<file path="src/rtl/dtfd_pkg.sv">
package dtfd_pkg;

  localparam int SAMPLE_WIDTH   = 16;
  localparam int COUNT_WIDTH    = 16;
  localparam int DEB_WIDTH      = 16;
  localparam int HYST_WIDTH     = 15;
  localparam int FID_WIDTH      = 6;
  localparam int CFG_IDX_WIDTH  = 3;
  localparam int CFG_DATA_WIDTH = (SAMPLE_WIDTH > DEB_WIDTH) ? SAMPLE_WIDTH : DEB_WIDTH;
  localparam int REL_WIDTH      =
    ((SAMPLE_WIDTH > HYST_WIDTH) ? SAMPLE_WIDTH : HYST_WIDTH + 1) + 1;
  localparam int CMP_WIDTH      = (COUNT_WIDTH > DEB_WIDTH) ? COUNT_WIDTH : DEB_WIDTH;

  typedef enum logic [CFG_IDX_WIDTH-1:0] {
    REG_THRESHOLD      = 3'd0,
    REG_HYSTERESIS     = 3'd1,
    REG_COMPARE_MODE   = 3'd2,
    REG_FAULT_INDEX    = 3'd3,
    REG_SET_DEBOUNCE   = 3'd4,
    REG_CLEAR_DEBOUNCE = 3'd5
  } cfg_reg_t;

  typedef enum logic {
    OP_EVAL  = 1'b0,
    OP_CLEAR = 1'b1
  } opcode_t;

  typedef enum logic {
    MODE_OVER  = 1'b0,
    MODE_UNDER = 1'b1
  } compare_mode_t;

  typedef struct packed {
    logic signed [SAMPLE_WIDTH-1:0] threshold;
    logic [HYST_WIDTH-1:0]          hysteresis;
    logic                           compare_mode;
    logic [FID_WIDTH-1:0]           fault_index;
    logic [DEB_WIDTH-1:0]           set_debounce;
    logic [DEB_WIDTH-1:0]           clear_debounce;
  } cfg_t;

  typedef struct packed {
    logic                 fault_active;
    logic                 set_event;
    logic                 clear_event;
    logic [FID_WIDTH-1:0] fault_id;
  } res_t;

endpackage

</file>
<file path="src/rtl/dtfd_if.sv">
interface dtfd_cfg_if;
  import dtfd_pkg::*;
  logic                      valid;
  logic                      ready;
  logic [CFG_IDX_WIDTH-1:0]  index;
  logic [CFG_DATA_WIDTH-1:0] data;
  modport source (output valid, index, data, input ready);
  modport sink (input valid, index, data, output ready);
endinterface

interface dtfd_in_if;
  import dtfd_pkg::*;
  logic                           valid;
  logic                           ready;
  logic                           opcode;
  logic signed [SAMPLE_WIDTH-1:0] sample;
  modport source (output valid, opcode, sample, input ready);
  modport sink (input valid, opcode, sample, output ready);
endinterface

interface dtfd_out_if;
  import dtfd_pkg::*;
  logic                 valid;
  logic                 ready;
  logic                 fault_active;
  logic                 set_event;
  logic                 clear_event;
  logic [FID_WIDTH-1:0] fault_id;
  modport source (output valid, fault_active, set_event, clear_event, fault_id,
                  input ready);
  modport sink (input valid, fault_active, set_event, clear_event, fault_id,
                output ready);
endinterface

</file>
<file path="src/rtl/debounced_threshold_fault_detector.sv">
// debounced threshold fault detector
//
// cfg: register write channel, always ready; index selects threshold,
// hysteresis, compare mode, fault index, set debounce, clear debounce.
// writes beyond the register list are dropped. write only while idle.
// din: one word per sample (opcode evaluate or clear, signed sample).
// dout: one word per din word with fault flag, set/clear event pulses
// and the configured fault id.
// a word accepted on din moves through the input register, then compare and
// debounce update into the result register, which offers it on dout.
// throughput: one word per cycle unless dout stalls; the flag and counters
// update in the same cycle a word enters the result register, so consecutive words see it.
// when dout stalls the result register holds, the input register fills,
// and din.ready drops only once both are occupied.
// reset clears the config registers, counters and the flag (no fault), and empties
// both stages.
module debounced_threshold_fault_detector (
  input logic        clk,
  input logic        rst,
  dtfd_cfg_if.sink   cfg,
  dtfd_in_if.sink    din,
  dtfd_out_if.source dout
);
  import dtfd_pkg::*;

  cfg_t cfg_q;
  res_t res;
  res_t out_res;

  logic                           s1_valid;
  logic                           s1_opcode;
  logic signed [SAMPLE_WIDTH-1:0] s1_sample;
  logic                           out_valid;
  logic                           advance;
  logic                           fire;

  assign cfg.ready = 1'b1;

  dtfd_cfg_regs u_cfg_regs (
    .clk      (clk),
    .rst      (rst),
    .wr_en    (cfg.valid),
    .wr_index (cfg.index),
    .wr_data  (cfg.data),
    .cfg      (cfg_q)
  );

  assign advance  = !out_valid || dout.ready;
  assign fire     = s1_valid && advance;
  assign din.ready = !s1_valid || advance;

  dtfd_core u_core (
    .clk    (clk),
    .rst    (rst),
    .cfg    (cfg_q),
    .fire   (fire),
    .opcode (s1_opcode),
    .sample (s1_sample),
    .res    (res)
  );

  always_ff @(posedge clk) begin
    if (rst) begin
      s1_valid  <= 1'b0;
      out_valid <= 1'b0;
    end else begin
      if (din.ready) begin
        s1_valid <= din.valid;
      end
      if (advance) begin
        out_valid <= s1_valid;
      end
    end
  end

  always_ff @(posedge clk) begin
    if (din.valid && din.ready) begin
      s1_opcode <= din.opcode;
      s1_sample <= din.sample;
    end
    if (fire) begin
      out_res <= res;
    end
  end

  assign dout.valid        = out_valid;
  assign dout.fault_active = out_res.fault_active;
  assign dout.set_event    = out_res.set_event;
  assign dout.clear_event  = out_res.clear_event;
  assign dout.fault_id     = out_res.fault_id;

endmodule

</file>
<file path="src/rtl/dtfd_cfg_regs.sv">
module dtfd_cfg_regs (
  input  logic                                clk,
  input  logic                                rst,
  input  logic                                wr_en,
  input  logic [dtfd_pkg::CFG_IDX_WIDTH-1:0]  wr_index,
  input  logic [dtfd_pkg::CFG_DATA_WIDTH-1:0] wr_data,
  output dtfd_pkg::cfg_t                      cfg
);
  import dtfd_pkg::*;

  always_ff @(posedge clk) begin
    if (rst) begin
      cfg <= '0;
    end else if (wr_en) begin
      unique case (wr_index)
        REG_THRESHOLD:      cfg.threshold      <= wr_data[SAMPLE_WIDTH-1:0];
        REG_HYSTERESIS:     cfg.hysteresis     <= wr_data[HYST_WIDTH-1:0];
        REG_COMPARE_MODE:   cfg.compare_mode   <= wr_data[0];
        REG_FAULT_INDEX:    cfg.fault_index    <= wr_data[FID_WIDTH-1:0];
        REG_SET_DEBOUNCE:   cfg.set_debounce   <= wr_data[DEB_WIDTH-1:0];
        REG_CLEAR_DEBOUNCE: cfg.clear_debounce <= wr_data[DEB_WIDTH-1:0];
        default: ;
      endcase
    end
  end

endmodule

</file>
<file path="src/rtl/dtfd_core.sv">
module dtfd_core (
  input  logic                                  clk,
  input  logic                                  rst,
  input  dtfd_pkg::cfg_t                        cfg,
  input  logic                                  fire,
  input  logic                                  opcode,
  input  logic signed [dtfd_pkg::SAMPLE_WIDTH-1:0] sample,
  output dtfd_pkg::res_t                        res
);
  import dtfd_pkg::*;

  localparam logic [COUNT_WIDTH-1:0] COUNT_MAX = '1;

  logic [COUNT_WIDTH-1:0] trip_count, trip_count_next;
  logic [COUNT_WIDTH-1:0] release_count, release_count_next;
  logic                   flag, flag_next;

  logic signed [REL_WIDTH-1:0] s_ext, thr_ext, hyst_ext, rel_lo, rel_hi;
  logic                        tripped, released;
  logic [COUNT_WIDTH-1:0]      trip_inc, release_inc;
  logic                        set_ev, clr_ev;

  assign s_ext    = REL_WIDTH'(sample);
  assign thr_ext  = REL_WIDTH'(cfg.threshold);
  assign hyst_ext = REL_WIDTH'(cfg.hysteresis);
  assign rel_lo   = thr_ext - hyst_ext;
  assign rel_hi   = thr_ext + hyst_ext;

  assign tripped  = (cfg.compare_mode == MODE_OVER) ? (s_ext >= thr_ext) : (s_ext <= thr_ext);
  assign released = (cfg.compare_mode == MODE_OVER) ? (s_ext < rel_lo) : (s_ext > rel_hi);

  assign trip_inc    = (trip_count == COUNT_MAX) ? COUNT_MAX : trip_count + 1'b1;
  assign release_inc = (release_count == COUNT_MAX) ? COUNT_MAX : release_count + 1'b1;

  always_comb begin
    trip_count_next    = trip_count;
    release_count_next = release_count;
    flag_next          = flag;
    set_ev             = 1'b0;
    clr_ev             = 1'b0;
    if (opcode == OP_CLEAR) begin
      trip_count_next    = '0;
      release_count_next = '0;
      flag_next          = 1'b0;
    end else if (tripped) begin
      release_count_next = '0;
      if (!flag) begin
        if (CMP_WIDTH'(trip_inc) >= CMP_WIDTH'(cfg.set_debounce)) begin
          flag_next       = 1'b1;
          trip_count_next = '0;
          set_ev          = 1'b1;
        end else begin
          trip_count_next = trip_inc;
        end
      end
    end else if (released) begin
      trip_count_next = '0;
      if (flag) begin
        if (CMP_WIDTH'(release_inc) >= CMP_WIDTH'(cfg.clear_debounce)) begin
          flag_next          = 1'b0;
          release_count_next = '0;
          clr_ev             = 1'b1;
        end else begin
          release_count_next = release_inc;
        end
      end
    end else begin
      trip_count_next    = '0;
      release_count_next = '0;
    end
  end

  always_comb begin
    res.fault_active = flag_next;
    res.set_event    = set_ev;
    res.clear_event  = clr_ev;
    res.fault_id     = cfg.fault_index;
  end

  always_ff @(posedge clk) begin
    if (rst) begin
      trip_count    <= '0;
      release_count <= '0;
      flag          <= 1'b0;
    end else if (fire) begin
      trip_count    <= trip_count_next;
      release_count <= release_count_next;
      flag          <= flag_next;
    end
  end

endmodule

</file>
<file path="src/flat_wrapper.sv">
// flat-port wrapper written by rule: the top's interface ports become plain ports
module debounced_threshold_fault_detector_flat import dtfd_pkg::*;
  (clk, rst, cfg_valid, cfg_index, cfg_data, cfg_ready, din_valid, din_opcode, din_sample, din_ready, dout_valid, dout_fault_active, dout_set_event, dout_clear_event, dout_fault_id, dout_ready);
  dtfd_cfg_if cfg_i ();
  dtfd_in_if din_i ();
  dtfd_out_if dout_i ();
  input logic clk;
  input logic rst;
  input wire logic [$bits(cfg_i.valid)-1:0] cfg_valid;
  input wire logic [$bits(cfg_i.index)-1:0] cfg_index;
  input wire logic [$bits(cfg_i.data)-1:0] cfg_data;
  output wire logic [$bits(cfg_i.ready)-1:0] cfg_ready;
  input wire logic [$bits(din_i.valid)-1:0] din_valid;
  input wire logic [$bits(din_i.opcode)-1:0] din_opcode;
  input wire logic [$bits(din_i.sample)-1:0] din_sample;
  output wire logic [$bits(din_i.ready)-1:0] din_ready;
  output wire logic [$bits(dout_i.valid)-1:0] dout_valid;
  output wire logic [$bits(dout_i.fault_active)-1:0] dout_fault_active;
  output wire logic [$bits(dout_i.set_event)-1:0] dout_set_event;
  output wire logic [$bits(dout_i.clear_event)-1:0] dout_clear_event;
  output wire logic [$bits(dout_i.fault_id)-1:0] dout_fault_id;
  input wire logic [$bits(dout_i.ready)-1:0] dout_ready;
  assign cfg_i.valid = cfg_valid;
  assign cfg_i.index = cfg_index;
  assign cfg_i.data = cfg_data;
  assign cfg_ready = cfg_i.ready;
  assign din_i.valid = din_valid;
  assign din_i.opcode = din_opcode;
  assign din_i.sample = din_sample;
  assign din_ready = din_i.ready;
  assign dout_valid = dout_i.valid;
  assign dout_fault_active = dout_i.fault_active;
  assign dout_set_event = dout_i.set_event;
  assign dout_clear_event = dout_i.clear_event;
  assign dout_fault_id = dout_i.fault_id;
  assign dout_i.ready = dout_ready;
  debounced_threshold_fault_detector u_core (.clk(clk), .rst(rst), .cfg(cfg_i), .din(din_i), .dout(dout_i));
endmodule
</file>
<file path="config.mk">
export PLATFORM = sky130hd
export DESIGN_NAME = debounced_threshold_fault_detector_flat
export DESIGN_NICKNAME = d
export VERILOG_FILES = /design/src/rtl/dtfd_pkg.sv /design/src/rtl/dtfd_if.sv /design/src/rtl/debounced_threshold_fault_detector.sv /design/src/rtl/dtfd_cfg_regs.sv /design/src/rtl/dtfd_core.sv /design/src/flat_wrapper.sv
export SDC_FILE = /design/constraint.sdc
export NUM_CORES = 1
export LEC_CHECK = 0
export BUFFER_PORTS_ARGS = -buffer_cell sky130_fd_sc_hd__buf_2
export CAP_MARGIN = 20
export CORE_ASPECT_RATIO = 0.9
export CORE_MARGIN = 2
export CORE_UTILIZATION = 56
export DETAILED_ROUTE_END_ITERATION = 8
export HOLD_SLACK_MARGIN = 0.02
export MAX_ROUTING_LAYER = met4
export PLACE_DENSITY = 0.85
export SYNTH_ARGS = -nofsm -noshare
export SYNTH_HDL_FRONTEND = slang
export SYNTH_SLANG_ARGS = --single-unit
</file>
<file path="constraint.sdc">
create_clock -name clk -period 4.29 [get_ports clk]
set_input_delay 0 -clock clk [delete_from_list [all_inputs] [get_ports clk]]
set_output_delay 0 -clock clk [all_outputs]
set_load 0.03 [all_outputs]
</file>
==> flow_summary.ini <==
[outcome]
status = complete, but fails checks
violations = negative setup slack

[routing]
drt-pass1-iter-count = 5
drc_errors = 0
wl_per_cell_um = 18.07
drtAntennaViolNets = 0
drt-met1-wl_um = 10100
detail_route.vias_per_cell = 6.083
dr.max_layer_used = met4
met3_length_um = 1978
wirelength_um = 24350
vias = 8200
drtIter0Drc = 781
wl_met2_um = 11370

[finish]
fin_area_mm2 = 0.01062
num-nets-final = 1290
drive_gt1_share_pct = 15.53
syn2layout_area_growth_pct = 21.41
nFillCells = 1117
diodes = 0

[clocking]
cts_tree = built
numCtsBuffers = 17
worst_skew_pair.late_latency_ns = 0.43
htree_levels = 4
cts_sinks = 131
clkTransAtPathRegs_ns = 0.06
cts_max_path_buffers = 2
clockRootBuffer = clkbuf_16

[timing]
hold_viol = 0
maxSlewHeadroom_pct = 29.05
timing.final.ws_setup_ns = -0.1560
grt_setup_unrepaired = yes
setup_viol = 17
finClkSkew_ns = 0.008642
layout_min_cycle_time_ns = 4.446
fin_crit_sh_pct = 103.6
worst_pin_slew_ns = 1.064
final_max_slew_viol_count = 0
fmax_mhz = 224.9

[logic_synthesis]
synth_top_area_cell = dfxtp_1
synth_edf_count = 26
synth_cells = 1035
postSynthNetCount = 1191
yosysWarningCount = 0
synth_top_area_share_pct = 24.03
synth_ff_type = dfxtp_1
synth_seq_cells = 131
avgSynthCellArea_um2 = 8.451
synth_cell_types = 76
async_flop_share_pct = 0
synth_area_mm2 = 0.008747
ys_seq_area_share_pct = 32.96
yosys-top-cells-area = dfxtp_1 (24%), ha_1 (16%), edfxtp_1 (8.9%)

[power]
cellLeakagePower_nw = 4.598
pwr-share-comb_pct = 18.1
swShare_pct = 27.65
clockPowerShare_pct = 44.3
p_switching_mw = 0.9658
p_total_mw = 3.494
p_int_mw = 2.528
irDropWorstVdd_uv = 351.8
p_seq_share_pct = 37.6
powerDensity_mw_per_mm2 = 329.0

[flow_run]
maxCapViolations = 0

[floorplan]
initial_utilization_pct = 57.05
core-area_mm2 = 0.01533
die_y_um = 122.6
num_rows = 43
die_x_um = 135.7
io-pin-count = 53
dieArea_mm2 = 0.01664

[global_route]
globalRouteOverflowTotal = 0
grtUsageTotal_pct = 29.78
grt_pass1_wl_um = 37490
antenna_found_initial = 0
grt_max_degree = 68
grt_pass1_vias = 7738

[placement]
place_area_mm2 = 0.009165
port_buffers = 51
dp_hpwl_um = 15560
globalplace.congestion = 0.9319

[critical_path]
crit_required_ns = 4.61
critPathLaunchType = register
cp_max_fo = 8
critical_path_class = register to register
crit_arrival_ns = 4.77
crit_path_end_kind = register

[hold_path]
hold_class = primary input to register
critical path, stage by stage (launching register included):
cell	delay (ns)
dfxtp_2	0.33
inv_2	0.06
ha_4	0.13
inv_2	0.04
fa_2	0.40
a21o_1	0.21
a21oi_2	0.18
o211ai_2	0.12
a21oi_2	0.19
o21ai_2	0.08
o41a_1	0.40
nor4b_2	0.30
a311oi_1	0.07
ha_1	0.34
o211ai_1	0.14
a21o_1	0.22
a21oi_4	0.21
o21ai_4	0.11
a41oi_4	0.25
buf_12	0.16
buf_16	0.12
nor3b_1	0.05
a41o_1	0.23
per-stage QoR:
stage	worst slack [ns]	instances	hold slack, ns	util, %	TNS, ns
6_report	-0.1560	1348	0.01550	69.26	-2.258
3_5_place_dp	-0.1192	1257	0.1781	59.77	-1.917
4_1_cts	0.001002	1336	0.03450	67.86	0
5_1_grt	-0.3501	1348	0.05802	69.26	-5.827
2_1_floorplan	0.2559	1035	0.09887	-	0
3_3_place_gp	0.02061	1257	0.1762	59.77	0
sequential cells by signal (all words and copies together) (netlist names):
signal	cells
u_core.u_core.flag	1
u_core.dout.fault_active	1
u_core.u_core.release_count	16
u_core.s1_opcode	1
u_core.u_cfg_regs.cfg	70
u_core.dout.valid	1
u_core.s1_sample	16
u_core.u_core.trip_count	16
u_core.dout.clear_event	1
u_core.s1_valid	1
u_core.dout.fault_id	6
u_core.dout.set_event	1
kinds of logic (layout without fill, tap and decap cells):
logic type | after synthesis | count (layout) | share of synthesized area, %
AND/OR/NAND/NOR | 371 | 371 | 20.50
AO/OA/AOI/OAI | 235 | 235 | 18.45
flip-flops | 131 | 131 | 32.96
buffers and inverters | 130 | 241 | 6.093
adder cells (fa/ha/maj) | 115 | 115 | 16.62
XOR/XNOR | 44 | 44 | 4.406
multiplexers | 8 | 8 | 0.9298
other | 1 | 1 | 0.04287
what timing repair did:
item	4_1_cts	5_1_grt
resized for setup	27	28
endpoints found under the hold margin	89	0
pin swaps	13	25
setup buffers	8	11
hold buffers	38	0
gates cloned	2	0
setup endpoints to repair	19	19
synth_stat cells (4+ instances only):
cell type    n
nand2_1    179
ha_1       113
dfxtp_1    105
a21oi_1    102
inv_1       88
nor2_1      56
clkbuf_1    31
edfxtp_1    26
xnor2_1     26
nand3_1     25
o21ai_0     19
xor2_1      18
nor3b_1     17
a22o_1      16
a41o_1      16
nand2b_1    14
and3_1      13
a21o_1      12
nor3_1      11
nand4_1     10
nor2b_1      9
a31oi_1      7
mux2i_1      7
o211ai_1     7
o21ai_1      6
o21bai_1     6
a211oi_1     5
o21a_1       5
and2_1       4
and4_1       4
buf_6        4
nand3b_1     4
layout make-up:
cell class	count	area [µm²]	area share [%]
inverters	88	330.3	3.110
clock inverters	12	180.2	1.697
clock buffers	19	432.9	4.076
flip-flops and latches	131	2890	27.21
multi-input cells	774	5565	52.40
well taps	202	252.7	2.380
repair buffers	122	968.4	9.119
layout by cell type, fill, tap and decap left out, types with 38 or more instances in the layout:
| cell type | count |
|---|---|
| inv_1 | 85 |
| nor2_1 | 56 |
| nand2_1 | 178 |
| dfxtp_1 | 101 |
| dlygate4sd3_1 | 38 |
| buf_2 | 51 |
| a21oi_1 | 96 |
| ha_1 | 108 |
path summary, 6_finish.rpt:
kind	startpoint	end	slack, ns	depth (start not counted)
worst max-delay path	u_core.u_cfg_regs.cfg[54]	u_core.u_core.release_count[4]	-0.16	22
worst max register to register	u_core.u_cfg_regs.cfg[54]	u_core.u_core.release_count[4]	-0.16	22
worst min-delay path	cfg_index[0]	u_core.u_cfg_regs.cfg[19]	0.02	4
worst min register to register	u_core.u_cfg_regs.cfg[32]	u_core.dout.fault_id[0]	0.43	0
power groups by stage:
| stage | Sequential (mW) | Clock (mW) | Combinational [mW] |
|---|---|---|---|
| 2_1_floorplan | 1.34 | 0 | 0.333 |
| 3_3_place_gp | 1.34 | 0 | 0.452 |
| 3_5_place_dp | 1.34 | 0 | 0.467 |
| 4_1_cts | 1.31 | 1.54 | 0.550 |
| 5_1_grt | 1.32 | 1.61 | 0.679 |
| 6_report | 1.31 | 1.55 | 0.632 |
per-layer routing:
metal  GRT usage, %  up-vias
li1               -     3838
met1          36.82     3906
met2          47.85      372
met3          6.402       84
met4          11.72        0
met5              -        -
(Power assumes the default switching activity.)
